File: config.mk
export PLATFORM = sky130hd
export DESIGN_NAME = lirs_front
export DESIGN_NICKNAME = d
export VERILOG_FILES = /design/src/sv/lirs_pkg.sv /design/src/sv/lirs_front.sv
export SDC_FILE = /design/constraint.sdc
export NUM_CORES = 1
export LEC_CHECK = 0
export ABC_AREA = 1
export BUFFER_PORTS_ARGS = -buffer_cell sky130_fd_sc_hd__buf_2
export CORE_AREA = 4 4 80 82
export CTS_CLUSTER_DIAMETER = 30
export DETAILED_ROUTE_END_ITERATION = 10
export DIE_AREA = 0 0 84 86
export PLACE_DENSITY = 0.68
export SYNTH_ARGS = -nofsm -noshare
export SYNTH_HDL_FRONTEND = slang
export SYNTH_SLANG_ARGS = --single-unit
File: constraint.sdc
create_clock -name aclk -period 1.4 [get_ports aclk]
set_input_delay 0.07 -clock aclk [delete_from_list [all_inputs] [get_ports aclk]]
set_output_delay 0.07 -clock aclk [all_outputs]
set_load 0.05 [all_outputs]
File: src/sv/lirs_pkg.sv
package lirs_pkg;

    // sample and lane geometry
    localparam int N_LANES    = 4;
    localparam int SAMPLE_W   = 24;
    localparam int FRAME_W    = N_LANES * SAMPLE_W;

    // phase accumulator, fixed point with FRAC_BITS fraction bits
    localparam int FRAC_BITS  = 16;
    localparam int PHASE_W    = 32;
    localparam int STEP_W     = 20;
    localparam logic [STEP_W-1:0] MIN_STEP = STEP_W'(1) << (FRAC_BITS - 3);

    // buffer geometry
    localparam int MAX_BUFFER_FRAMES = 4096;
    localparam int POS_W      = $clog2(MAX_BUFFER_FRAMES);
    localparam int COUNT_W    = POS_W + 1;

    // per-input output limit
    localparam int MAX_RESULTS = 16;
    localparam int N_W         = $clog2(MAX_RESULTS) + 1;

    // configuration port
    localparam int CH_W       = 3;
    localparam int CFG_IDX_W  = 2;
    localparam int CFG_DATA_W = 20;

    localparam logic [CFG_IDX_W-1:0] REG_PHASE_STEP     = 2'd0;
    localparam logic [CFG_IDX_W-1:0] REG_SRC_CHANNELS   = 2'd1;
    localparam logic [CFG_IDX_W-1:0] REG_DST_CHANNELS   = 2'd2;
    localparam logic [CFG_IDX_W-1:0] REG_MAX_OUT_FRAMES = 2'd3;

    typedef logic signed [SAMPLE_W-1:0] sample_t;
    typedef sample_t [N_LANES-1:0] frame_t;

    // one classified source frame waiting for the back end
    typedef struct packed {
        frame_t             samples;
        logic               last;
        logic [POS_W-1:0]   pos;
    } item_t;

    // effective settings after clamping
    typedef struct packed {
        logic [STEP_W-1:0]  step;
        logic [COUNT_W-1:0] cap;
        logic [CH_W-1:0]    lanes;
    } cfg_t;

    // one output request from the sequencer to the datapath
    typedef struct packed {
        logic                 valid;
        logic                 copy;
        logic [FRAC_BITS-1:0] frac;
        logic [POS_W-1:0]     index;
        logic                 run_last;
    } issue_t;

endpackage

File: src/sv/lirs_front.sv
module lirs_front
    import lirs_pkg::*;
(
    input  logic               aclk,
    input  logic               aresetn,
    input  logic               s_tvalid,
    output logic               s_tready,
    input  logic [FRAME_W-1:0] s_tdata,
    input  logic               s_tlast,
    output logic               push_valid,
    input  logic               push_ready,
    output item_t              push_item
);

    logic [POS_W-1:0] pos_reg;
    logic [POS_W-1:0] pos_next;
    logic             frame_last;

    // a frame at the last buffer slot closes the buffer on its own
    assign frame_last = s_tlast || (pos_reg == POS_W'(MAX_BUFFER_FRAMES - 1));

    assign s_tready             = push_ready;
    assign push_valid           = s_tvalid;
    assign push_item.samples    = frame_t'(s_tdata);
    assign push_item.last       = frame_last;
    assign push_item.pos        = pos_reg;

    // position of the next frame within its buffer
    always_comb begin
        pos_next = pos_reg;
        if (s_tvalid && push_ready) begin
            pos_next = frame_last ? '0 : pos_reg + POS_W'(1);
        end
    end

    always_ff @(posedge aclk) begin
        if (!aresetn) begin
            pos_reg <= '0;
        end else begin
            pos_reg <= pos_next;
        end
    end

endmodule

Word-level counts from Yosys, hierarchy flattened
Cells that the tools add are included.

storage, ports and cells
  register bits = 12
  input port bits = 101
  output and inout port bits = 111
  word-level logic and storage cells = 6

cells by class
  $add $sub $neg = 1
  equal/unequal tests = 1
  multiplexer cells = 1
  reductions and logical operators = 2

operators by type and width
  kind                                           number
  adder 12 x 1 -> 12 bit, second input constant  1
  equality test 12 bit, second input constant    1
  two-way mux 12 bit                             1
  logical AND 1 bit                              1
  logical OR 1 bit                               1

Longest topological paths before layout
Gate-level depths: netlist (run 1).

  depth after elaboration = 3
  gate-level depth with buffers = 8
  mapped depth without buffers = 8

Worst setup path before layout (run 1)
OpenSTA, ideal clock, no wires.

  path kind = register to register
  start point = reg pos_reg[0]
  end point = reg pos_reg[10]
  library setup time = 0.064 ns
  arrival = 1.510 ns
  required time = 1.336 ns
  slack = -0.173 ns
  cell stages (with the launch flop) = 8
  buffers on the path = 0
  clock period less this slack = 1.573 ns
  path through = dfxtp_1 ha_1 nand2_1 nor2_1 nand3b_1 o21bai_1 nand2_1 nor2_1

on the way
  cells in the longest elaborated chain, start to end = 3
  elaborated cells on any way between the ends = 4
  classes of those cells = add/sub (1); eq/ne (1); mux (1); reduce/logical (1)

RTL lines
  what                                                            line              RTL
  start, declared                                                 lirs_front.sv:15  logic [POS_W-1:0] pos_reg;
  start signal, assigned                                          lirs_front.sv:40  pos_reg <= pos_next;
  branches (longest 2 deep; another with adder 12 x 1 -> 12 bit)  -
  two-way mux 12 bit (*)                                          lirs_front.sv:32  pos_next = frame_last ? '0 : pos_reg + POS_W'(1);

Mark *: on every way between the ends.
A chain may end at the register's enable or synchronous reset.

==> summary.txt, run 1 <==
Clock tree
  • CTS tree: done
  • Clk slew on worst S/H paths: 0.05 ns
  • Clk_lat worst skew: approximately 0.24 ns
  • CTS sink count: 12
  • CTS Buf Count: 3
  • Hold bufs inserted after CTS: 0
  • Clk root buf: clkbuf_8
  • CTS H-tree depth: 1
  • CTS max path bufs: 2
  • # Post-CTS Setup Buffers: 0

Floorplan
  • # IOs: between 200 and 250
  • Core Region: 5750 µm²
  • Rows: 28
  • Die area: between 7000 and 8000 µm²
  • Die Height: approximately 86 µm
  • Initial core utilization: 0.244
  • Width of the die: between 80 and 90 µm

Logic synthesis
  • Synthesized instance count: between 150 and 200
  • Simple-gate portion of the synthesized area: 0.188
  • Post-synthesis mux area share: 0.00713
  • Post-Synth XOR/XNOR Area: 0.0374
  • Synth Area in Compound Gates: 0.0285
  • Synthesis Warnings: 0
  • Netlist cell types: 19
  • Post-synthesis adder-cell area fraction: 0.00891
  • Syn nets: between 200 and 300
  • Synth Cell Area: around 1400 µm²
  • Seq cells post-synth: 12
  • Main combinational cell family by area after synthesis: buffers and inverters
  • Seq/Total Area, Yosys: 0.171
  • Avg Inst Size Synth: around 7.4 µm²

Power
  • Comb pwr share: 0.111
  • Switching pwr: ~180 µW
  • Clk pwr share: 0.413
  • Internal power: roughly 560 µW
  • Net Sw Frac: 0.240
  • P_leak: between 0.3 and 0.4 nW
  • Pwr dens: a little under 800 nW/µm²
  • Maximum vdd ir drop: approximately 0.25 mV
  • Flop pwr share: 0.476

Cells and area
  • Multi-input logic area: between 300 and 400 µm²
  • Finished Cell Area: between 900 and 1000 µm²
  • Layout fillers: between 600 and 700
  • Area Growth Syn to Fin: -34.0%
  • Commonest cells after routing, fill and taps aside: 18 x buf_2, 17 x nand2_1, 17 x nor2_1, 11 x inv_1, 6 x nand3_1
  • Register area: approximately 250 µm²
  • Post-layout net count: roughly 220
  • # diodes: 0
  • Ratio of cells with drive above 1 in the final layout: 0.357
  • Max reg flops: 12
  • Commonest non-fill, non-tap cell in the layout: buf_2

Critical path
  • Crit path max fanout: 4
  • Startpoint types: flip-flop
  • Crit path DAT: 1.25 ns
  • Critical Path RT: 1.33 ns
  • Critical path class: flip-flop to output port
  • Worst setup EP type: output port

STA
  • Fin. Hold Viols: 0
  • Worst Tran Pin Value: between 0.2 and 0.3 ns
  • Setup TNS: 0 ns
  • Hold slack: around 0.12 ns
  • Pins Over Slew Limit: 0
  • Final setup viols: 0
  • Max transition margin: 0.828
  • RSZ-0062 raised after global routing: no
  • Final min period: approximately 1.3 ns
  • Max Clock Freq: ~760 MHz
  • Crit share post-route: 0.943
  • Skew final: 0.00199 ns

Placed design
  • Cell Area, Placed: between 800 and 900 µm²
  • Post-detail-place hpwl: around 2200 µm
  • Port Buf Inserts: 19
  • Gpl congestion: roughly 0.77

Detailed routing
  • ANT nets after route: 0
  • DR iter-0 viols: 10
  • First drt pass iteration count: 4
  • DR vias: 756
  • # DRC: 0
  • Vias per cell: a little over 4
  • Routed len/inst: about 14 µm
  • Routed WL: about 2600 µm

Flow run
  • Maxcap violations: 0

Global routing
  • Grt total ovfl: 0
  • Global-route wire length before repair: around 4100 µm
  • Initial antenna violation count: 0
  • Vias in the first global route: slightly below 800
  • GRT Util Overall: 0.0745
  • Pin count of the biggest net entering global routing: 10

Hold path
  • Worst hold path class: input port to flip-flop

Outcome
  • Status: completed
critical path, stage by stage (launching register included):
cell     delay [ns]
dfxtp_4        0.36
ha_4           0.13
inv_1          0.04
nor2_1         0.10
nand3_1        0.10
nand2_2        0.12
buf_8          0.15
Yosys cell counts, drive strengths merged:
cell | number | area, µm²
o21bai | 4 | 30.0
xor2 | 5 | 43.8
mux2i | 1 | 10.0
o21ai | 2 | 10.0
dfxtp | 12 | 240
buf | 99 | 743
nor2 | 22 | 100
nand4 | 2 | 12.5
nand2 | 22 | 114
nand3b | 1 | 7.51
nand3 | 6 | 30.0
xnor2 | 1 | 8.76
inv | 11 | 41.3
ha | 1 | 12.5
per-stage QoR:
stage                     setup WS [ns]  utilization  total power, mW  cells
after floorplan                 0.00901            -             1.16    189
after global placement            0.224        0.149            0.434    184
after detailed placement          0.169        0.149            0.435    184
after CTS                       0.00796        0.157            0.751    187
after global routing           0.000702        0.161            0.776    187
final                            0.0805        0.161            0.732    187
kinds of logic after synthesis:
| logic type | after synthesis |
|---|---|
| buffers and inverters | 110 |
| and+or+nand+nor | 53 |
| DFF | 12 |
| AOI/OAI and AO/OA | 6 |
| xor gates and xnor gates | 6 |
| muxes | 1 |
| adders and majority gates | 1 |
layer usage:
layer	vias up	GRT usage	wire (µm)
li1	328	-	-
met4	0	0.0863	238
met3	36	0.0576	437
met5	-	0.00699	0
met1	309	0.0585	765
met2	83	0.108	1190
repair_timing:
item / in CTS / in global routing
pin swaps: 0 / 1
endpoints found under the setup margin: 1 / 1
resized for setup: 1 / 7
layout make-up:
type                            count  area share
Timing Repair Buffer               19       0.113
Inverter                           11      0.0445
Sequential cell                    12       0.274
Tap cell                           75       0.101
Multi-Input combinational cell     67       0.422
Clock buffer                        3      0.0445
power groups by stage:
| stage | sequential, mW | combinational [mW] | clock, mW |
|---|---|---|---|
| global route | 0.349 | 0.0893 | 0.338 |
| CTS | 0.349 | 0.0799 | 0.322 |
| detailed placement | 0.356 | 0.0787 | 0 |
| global placement | 0.356 | 0.0784 | 0 |
| finish | 0.349 | 0.0814 | 0.302 |
| floorplan | 0.367 | 0.790 | 0 |
final timing paths:
path,to,slack (ns),startpoint,depth (start not counted)
setup / recovery,push_item[12],0.08,pos_reg[0],6
hold / removal,pos_reg[8],0.12,aresetn,3
setup reg to reg,pos_reg[10],0.18,pos_reg[0],7
hold reg to reg,pos_reg[11],0.55,pos_reg[11],3
(Power assumes the default switching activity.)
==> inputs of run 2 (changes only) <==
--- a/config.mk
+++ b/config.mk
@@ -5,12 +5,12 @@
 export SDC_FILE = /design/constraint.sdc
 export NUM_CORES = 1
 export LEC_CHECK = 0
-export ABC_AREA = 1
 export BUFFER_PORTS_ARGS = -buffer_cell sky130_fd_sc_hd__buf_2
-export CORE_AREA = 4 4 80 82
+export CAP_MARGIN = 20
+export CORE_AREA = 4 4 79 81
 export CTS_CLUSTER_DIAMETER = 30
 export DETAILED_ROUTE_END_ITERATION = 10
-export DIE_AREA = 0 0 84 86
+export DIE_AREA = 0 0 83 85
 export PLACE_DENSITY = 0.68
 export SYNTH_ARGS = -nofsm -noshare
 export SYNTH_HDL_FRONTEND = slang
==> summary.txt, run 2 <==
Critical path
  • Reg2Reg Depth: 6 (was 7)
  • R2r startpoint: pos_reg[0] (unchanged)
  • Reg2reg setup slack: 0.07 ns (was 0.18 ns)
  • Startpoint types: flip-flop (unchanged)
  • Worst setup EP type: output port (unchanged)
  • Critical path class: flip-flop to output port (unchanged)
  • Reg2Reg Capture Point: pos_reg[10] (unchanged)
  • Crit path DAT: 1.29 ns (was 1.25 ns)
  • Crit path max fanout: 4 (unchanged)
  • Critical Path RT: 1.33 ns (about the same)

Logic synthesis
  • Most common cell in the netlist: buf_4 (unchanged)
  • Synthesized instance count: 162 (was 189)
  • Seq cells post-synth: 12 (unchanged)
  • Avg Inst Size Synth: 8.17 µm² (was 7.43 µm²)
  • Synth top area cells: buf_4 56%, dfxtp_1 18%, xor2_1 6.0% (was buf_4 53%, dfxtp_1 17%, nand2_1 4.5%)
  • Synth Cell Area: 1320 µm² (was 1400 µm²)
  • Synthesis Warnings: 0 (unchanged)
  • Netlist cell types: 22 (was 19)
  • Seq/Total Area, Yosys: 0.181 (was 0.171)
  • Post-synth ARST share: 0 (unchanged)
  • Top_reg_cell synth: dfxtp_1 (unchanged)
  • Largest area contributor in the netlist: buf_4 (unchanged)
  • Top-area cell type share of the netlist area: 0.561 (was 0.529)
  • Syn nets: 264 (was 291)
  • Number of synthesized flops with an enable pin: 0 (unchanged)
  • Commonest cells post-synth: 99 x buf_4, 12 x dfxtp_1, 11 x nor2_1 (was 99 x buf_4, 17 x nand2_1, 17 x nor2_1)

Clock tree
  • Clk slew on worst S/H paths: 0.06 ns (was 0.05 ns)
  • CTS H-tree depth: 1 (unchanged)
  • CTS tree: done (unchanged)
  • CTS Buf Count: 3 (unchanged)
  • CTS max path bufs: 2 (unchanged)
  • CTS sink count: 12 (unchanged)
  • Clk_lat worst skew: 0.24 ns (about the same)
  • Clk root buf: clkbuf_8 (unchanged)

Cells and area
  • Layout fillers: 629 (was 681)
  • Commonest non-fill, non-tap cell in the layout: buf_2 (unchanged)
  • # diodes: 0 (unchanged)
  • Ratio of cells with drive above 1 in the final layout: 0.582 (was 0.357)
  • Commonest cells after routing, fill and taps aside: 18 x buf_2, 11 x nor2_1, 9 x xor2_1 (was 18 x buf_2, 17 x nand2_1, 17 x nor2_1, 11 x inv_1, 6 x nand3_1)
  • Post-layout net count: 194 (was 216)
  • Max reg flops: 12 (unchanged)
  • Area Growth Syn to Fin: -29.0% (was -34.0%)

STA
  • Max transition margin: 0.814 (was 0.828)
  • RSZ-0062 raised after global routing: yes (was no)
  • Crit share post-route: 0.968 (was 0.943)
  • Worst Setup Slack, final: 0.0444 ns (was 0.0805 ns)
  • Worst Tran Pin Value: 0.279 ns (was 0.260 ns)
  • Fin. Hold Viols: 0 (unchanged)
  • Final setup viols: 0 (unchanged)
  • Pins Over Slew Limit: 0 (unchanged)
  • Skew final: 0.00118 ns (was 0.00199 ns)
  • Setup TNS: 0 ns (unchanged)
  • Max Clock Freq: 738 MHz (was 758 MHz)
  • Final min period: 1.36 ns (was 1.32 ns)

Global routing
  • Global-route wire length before repair: 3630 µm (was 4130 µm)
  • Pin count of the biggest net entering global routing: 10 (unchanged)
  • Vias in the first global route: 674 (was 795)
  • Initial antenna violation count: 0 (unchanged)
  • Grt total ovfl: 0 (unchanged)
  • GRT Util Overall: 0.0674 (was 0.0745)

Placed design
  • Post-detail-place hpwl: 1910 µm (was 2230 µm)
  • Gpl congestion: 0.699 (was 0.770)
  • Dpl ws: 0.0321 ns (was 0.169 ns)
  • Port Buf Inserts: 19 (unchanged)

Floorplan
  • Initial core utilization: 0.242 (was 0.244)
  • Rows: 27 (was 28)
  • Width of the die: 83 µm (was 84 µm)
  • # IOs: 212 (unchanged)
  • Die Height: 85 µm (was 86 µm)
  • Die area: 7060 µm² (was 7220 µm²)
  • Core Region: 5470 µm² (was 5750 µm²)

Hold path
  • Worst hold start: s_tdata[88] (was aresetn)
  • Hold endpoint: push_item[101] (was pos_reg[8])
  • Worst hold path class: input port to output port (was input port to flip-flop)
  • Hold Path Depth: 0 (was 3)

Detailed routing
  • # DRC: 0 (unchanged)
  • Routed WL: 2410 µm (was 2630 µm)
  • DR vias: 663 (was 756)
  • ANT nets after route: 0 (unchanged)
  • Routed len/inst: 14.8 µm (was 14.1 µm)
  • DR iter-0 viols: 32 (was 10)
  • First drt pass iteration count: 4 (unchanged)
  • Vias per cell: 4.07 (was 4.04)

Outcome
  • Status: completed (unchanged)

Power
  • Pwr dens: 854 nW/µm² (was 790 nW/µm²)
  • Maximum vdd ir drop: 0.236 mV (was 0.251 mV)
  • Design Power: 803 µW (was 732 µW)
  • P_leak: 0.388 nW (was 0.374 nW)

Flow run
  • Maxcap violations: 0 (unchanged)
==> run 2: area by class of cell <==
class                      instances  area (µm²)  area share
tap                               72        90.1      0.0959
inverter                           1        3.75     0.00399
sequential                        12         270       0.288
multi-input combinational         49         374       0.398
clock buffer                       4        55.1      0.0586
timing repair buffer              25         146       0.156
==> run 2: worst max-delay path by stage <==
| stage | start | endpoint | slack, ns | depth (start not counted) |
|---|---|---|---|---|
| final | pos_reg[0] | push_item[12] | 0.04 | 4 |
| after global routing | pos_reg[0] | push_item[12] | -0.03 | 4 |
| after CTS | pos_reg[9] | push_item[12] | 0.006 | 3 |
| after detailed placement | pos_reg[3] | push_item[12] | 0.03 | 4 |
| after global placement | pos_reg[4] | push_item[12] | -0.005 | 4 |
| after floorplan | pos_reg[0] | pos_reg[11] | 0.03 | 5 |
==> run 2: metal layers <==
metal / share of wire / vias to the layer above / global-route usage
li1: - / 276 / -
met1: 0.32 / 306 / 0.0582
met2: 0.44 / 45 / 0.0940
met3: 0.14 / 36 / 0.0466
met4: 0.093 / 0 / 0.0832
met5: 0 / - / 0
==> run 2: logic make-up (layout without fill, tap and decap cells) <==
kind of cell	count (synthesis)	after routing	share of synthesized area
buffers and inverters	101	30	0.573
and+or+nand+nor	33	33	0.138
DFF	12	12	0.181
xor gates and xnor gates	10	10	0.0662
AOI/OAI and AO/OA	4	4	0.0246
adders and majority gates	1	1	0.00945
muxes	1	1	0.00756
==> run 2: power by group <==
group | switching (mW) | internal [mW]
Sequential | 0.00479 | 0.335
Clock | 0.139 | 0.249
Combinational | 0.0510 | 0.0238
Total | 0.194 | 0.608
==> run 2: timing repair <==
action	4_1_cts	5_1_grt
gates cloned	0	0
setup buffers	2	0
endpoints found under the setup margin	1	4
pin swaps	2	0
resized for setup	6	2
hold buffers	0	0
==> run 2: per-stage QoR <==
| step | area [µm²] | std cells | utilization | hold slack [ns] |
|---|---|---|---|---|
| after floorplan | 1380 | 162 | - | 0.249 |
| after global placement | 837 | 157 | 0.153 | 0.140 |
| after detailed placement | 837 | 157 | 0.153 | 0.140 |
| after CTS | 930 | 163 | 0.170 | 0.140 |
| after global routing | 940 | 163 | 0.172 | 0.140 |
| final | 940 | 163 | 0.172 | 0.140 |
==> run 2: worst max-delay path, stage by stage, from the launching register on <==
cell     delay, ns
dfxtp_4       0.37
ha_4          0.14
nand2_1       0.08
o31ai_4       0.26
buf_6         0.19
==> inputs of run 3 (changes only) <==
--- a/config.mk
+++ b/config.mk
@@ -11,7 +11,7 @@
 export CTS_CLUSTER_DIAMETER = 30
 export DETAILED_ROUTE_END_ITERATION = 10
 export DIE_AREA = 0 0 83 85
-export PLACE_DENSITY = 0.68
+export PLACE_DENSITY = 0.71
 export SYNTH_ARGS = -nofsm -noshare
 export SYNTH_HDL_FRONTEND = slang
 export SYNTH_SLANG_ARGS = --single-unit
==> summary.txt, run 3 (synthesis results as in run 2) <==
Cells and area
  • Finished Cell Area: 937 µm² (was 940 µm²)
  • Max reg flops: 12 (unchanged)
  • Multi-input logic area: 374 µm² (unchanged)
  • Area Growth Syn to Fin: -29.2% (was -29.0%)
  • # diodes: 0 (unchanged)
  • Commonest cells after routing, fill and taps aside: 18 x buf_2, 11 x nor2_1, 9 x xor2_1, 7 x buf_4 (was 18 x buf_2, 11 x nor2_1, 9 x xor2_1)
  • Post-layout net count: 195 (was 194)
  • Layout fillers: 641 (was 629)
  • Non-filler cells, final: 164 (was 163)
  • Ratio of cells with drive above 1 in the final layout: 0.576 (was 0.582)
  • Register area: 270 µm² (unchanged)
  • Commonest non-fill, non-tap cell in the layout: buf_2 (unchanged)

Detailed routing
  • # DRC: 0 (unchanged)
  • First drt pass iteration count: 5 (was 4)
  • Routed WL: 2400 µm (was 2410 µm)
  • DR vias: 655 (was 663)
  • ANT nets after route: 0 (unchanged)
  • Vias per cell: 3.99 (was 4.07)
  • Routed len/inst: 14.7 µm (was 14.8 µm)
  • DR iter-0 viols: 24 (was 32)

Power
  • P_leak: 0.388 nW (about the same)
  • Internal power: 553 µW (was 608 µW)
  • Flop pwr share: 0.457 (was 0.424)
  • Maximum vdd ir drop: 0.227 mV (was 0.236 mV)
  • Comb pwr share: 0.099 (was 0.093)
  • Switching pwr: 191 µW (was 194 µW)
  • Pwr dens: 794 nW/µm² (was 854 nW/µm²)
  • Clk pwr share: 0.444 (was 0.483)
  • Net Sw Frac: 0.257 (was 0.242)
  • Design Power: 744 µW (was 803 µW)

Critical path
  • Slowest-stage cell, CP: dfxtp_4 (unchanged)
  • Crit. Startpoint: pos_reg[0] (unchanged)
  • Critical path cell sequence: ha_4, nand2_1, o31ai_4, buf_6 (unchanged)
  • Reg2Reg Depth: 5 (was 6)
  • Startpoint types: flip-flop (unchanged)
  • Worst setup EP type: output port (unchanged)
  • Buffers & Inverters on Critical Path: 1 (unchanged)
  • Crit path depth: 4 (unchanged)
  • Crit path max fanout: 4 (unchanged)
  • Reg2Reg Capture Point: pos_reg[7] (was pos_reg[10])
  • Critical Path RT: 1.33 ns (about the same)
  • Reg2reg setup slack: 0.11 ns (was 0.07 ns)
  • Critical path endpoint: push_item[12] (unchanged)
  • Critical path class: flip-flop to output port (unchanged)
  • Delay-heaviest family, CP: flip-flops (unchanged)
  • Crit path DAT: 1.31 ns (was 1.29 ns)
  • Critical Path Max Stage Delay: 0.37 ns (about the same)
  • R2r startpoint: pos_reg[0] (unchanged)

STA
  • Hold slack: 0.140 ns (unchanged)
  • Fin. Hold Viols: 0 (unchanged)
  • Crit share post-route: 0.983 (was 0.968)
  • Worst Setup Slack, final: 0.0243 ns (was 0.0444 ns)
  • Worst Tran Pin Value: 0.258 ns (was 0.279 ns)
  • Skew final: 0.00486 ns (was 0.00118 ns)
  • Max transition margin: 0.827 (was 0.814)
  • Max Clock Freq: 727 MHz (was 738 MHz)
  • Final min period: 1.38 ns (was 1.36 ns)
  • Final setup viols: 0 (unchanged)
  • Pins Over Slew Limit: 0 (unchanged)
  • RSZ-0062 raised after global routing: yes (unchanged)

Clock tree
  • Clk_lat worst skew: 0.24 ns (about the same)
  • Clk slew on worst S/H paths: 0.06 ns (about the same)
  • CTS sink count: 12 (unchanged)
  • CTS max path bufs: 2 (unchanged)
  • CTS tree: done (unchanged)
  • Clk root buf: clkbuf_8 (unchanged)
  • CTS H-tree depth: 1 (unchanged)
  • CTS Buf Count: 3 (unchanged)

Placed design
  • Dpl ws: 0.0349 ns (was 0.0321 ns)
  • Gpl congestion: 0.774 (was 0.699)
  • Cell Area, Placed: 837 µm² (unchanged)
  • Port Buf Inserts: 19 (unchanged)
  • Post-detail-place hpwl: 1910 µm (about the same)
  • Placed Cells: 157 (unchanged)

Floorplan
  • Rows: 27 (unchanged)
  • # IOs: 212 (unchanged)
  • Die Height: 85 µm (unchanged)
  • Core Region: 5470 µm² (unchanged)
  • Width of the die: 83 µm (unchanged)
  • Die area: 7060 µm² (unchanged)
  • Initial core utilization: 0.242 (unchanged)

Flow run
  • Maxcap violations: 0 (unchanged)

Outcome
  • Status: completed (unchanged)

Hold path
  • Worst hold path class: input port to output port (unchanged)

Global routing
  • Pin count of the biggest net entering global routing: 10 (unchanged)
  • Grt total ovfl: 0 (unchanged)
  • Initial antenna violation count: 0 (unchanged)
  • GRT Util Overall: 0.0683 (was 0.0674)
  • Global-route wire length before repair: 3670 µm (was 3630 µm)
  • Vias in the first global route: 709 (was 674)
[run 3: cell types whose count changed in the layout (fill, tap and decap cells not counted), sizes merged]
cell	before	now
clkinv	0	1
clkbuf	4	3
buf	25	26
[run 3: final cells by class]
class,count,area share
repair buffers,26,0.164
inverters,1,0.00401
multi-input cells,49,0.399
clock buffers,3,0.0441
flip-flops and latches,12,0.288
well taps,72,0.0961
clock inverters,1,0.00401
[run 3: timing repair]
action,CTS,global route
setup buffers,3,0
cloned,0,0
pin swaps,2,0
hold buffers,0,0
gates resized for setup,6,2
endpoints found under the setup margin,1,7
hold endpoints to repair,0,0
[run 3: how the worst min path moves through the flow]
stage | start | to | slack (ns) | cells past startpoint
2_1_floorplan | aresetn | pos_reg[8] | 0.25 | 2
3_3_place_gp | s_tdata[5] | push_item[18] | 0.14 | 0
3_5_place_dp | s_tdata[5] | push_item[18] | 0.14 | 0
4_1_cts | s_tdata[5] | push_item[18] | 0.14 | 0
5_1_grt | s_tdata[79] | push_item[92] | 0.14 | 0
6_report | s_tdata[87] | push_item[100] | 0.14 | 0
[run 3: metrics by stage]
| stage | setup TNS, ns | util |
|---|---|---|
| finish | 0 | 0.171 |
| floorplan | 0 | - |
| CTS | 0 | 0.169 |
| global placement | -0.0166 | 0.153 |
| global route | -0.0376 | 0.171 |
| detailed placement | 0 | 0.153 |
[run 3: routing by layer]
layer	GRT usage	vias to the layer above	part of all wire
li1	-	276	-
met1	0.0548	285	0.31
met2	0.0984	49	0.45
met3	0.0456	45	0.13
met4	0.0906	0	0.11
met5	0	-	0
[run 3: power by group through the flow]
stage | logic (mW) | registers [mW] | clock network [mW]
after global placement | 0.0715 | 0.347 | 0
after detailed placement | 0.0718 | 0.348 | 0
final | 0.0737 | 0.340 | 0.330
after CTS | 0.0761 | 0.340 | 0.338
after floorplan | 0.783 | 0.358 | 0
after global routing | 0.0813 | 0.341 | 0.352
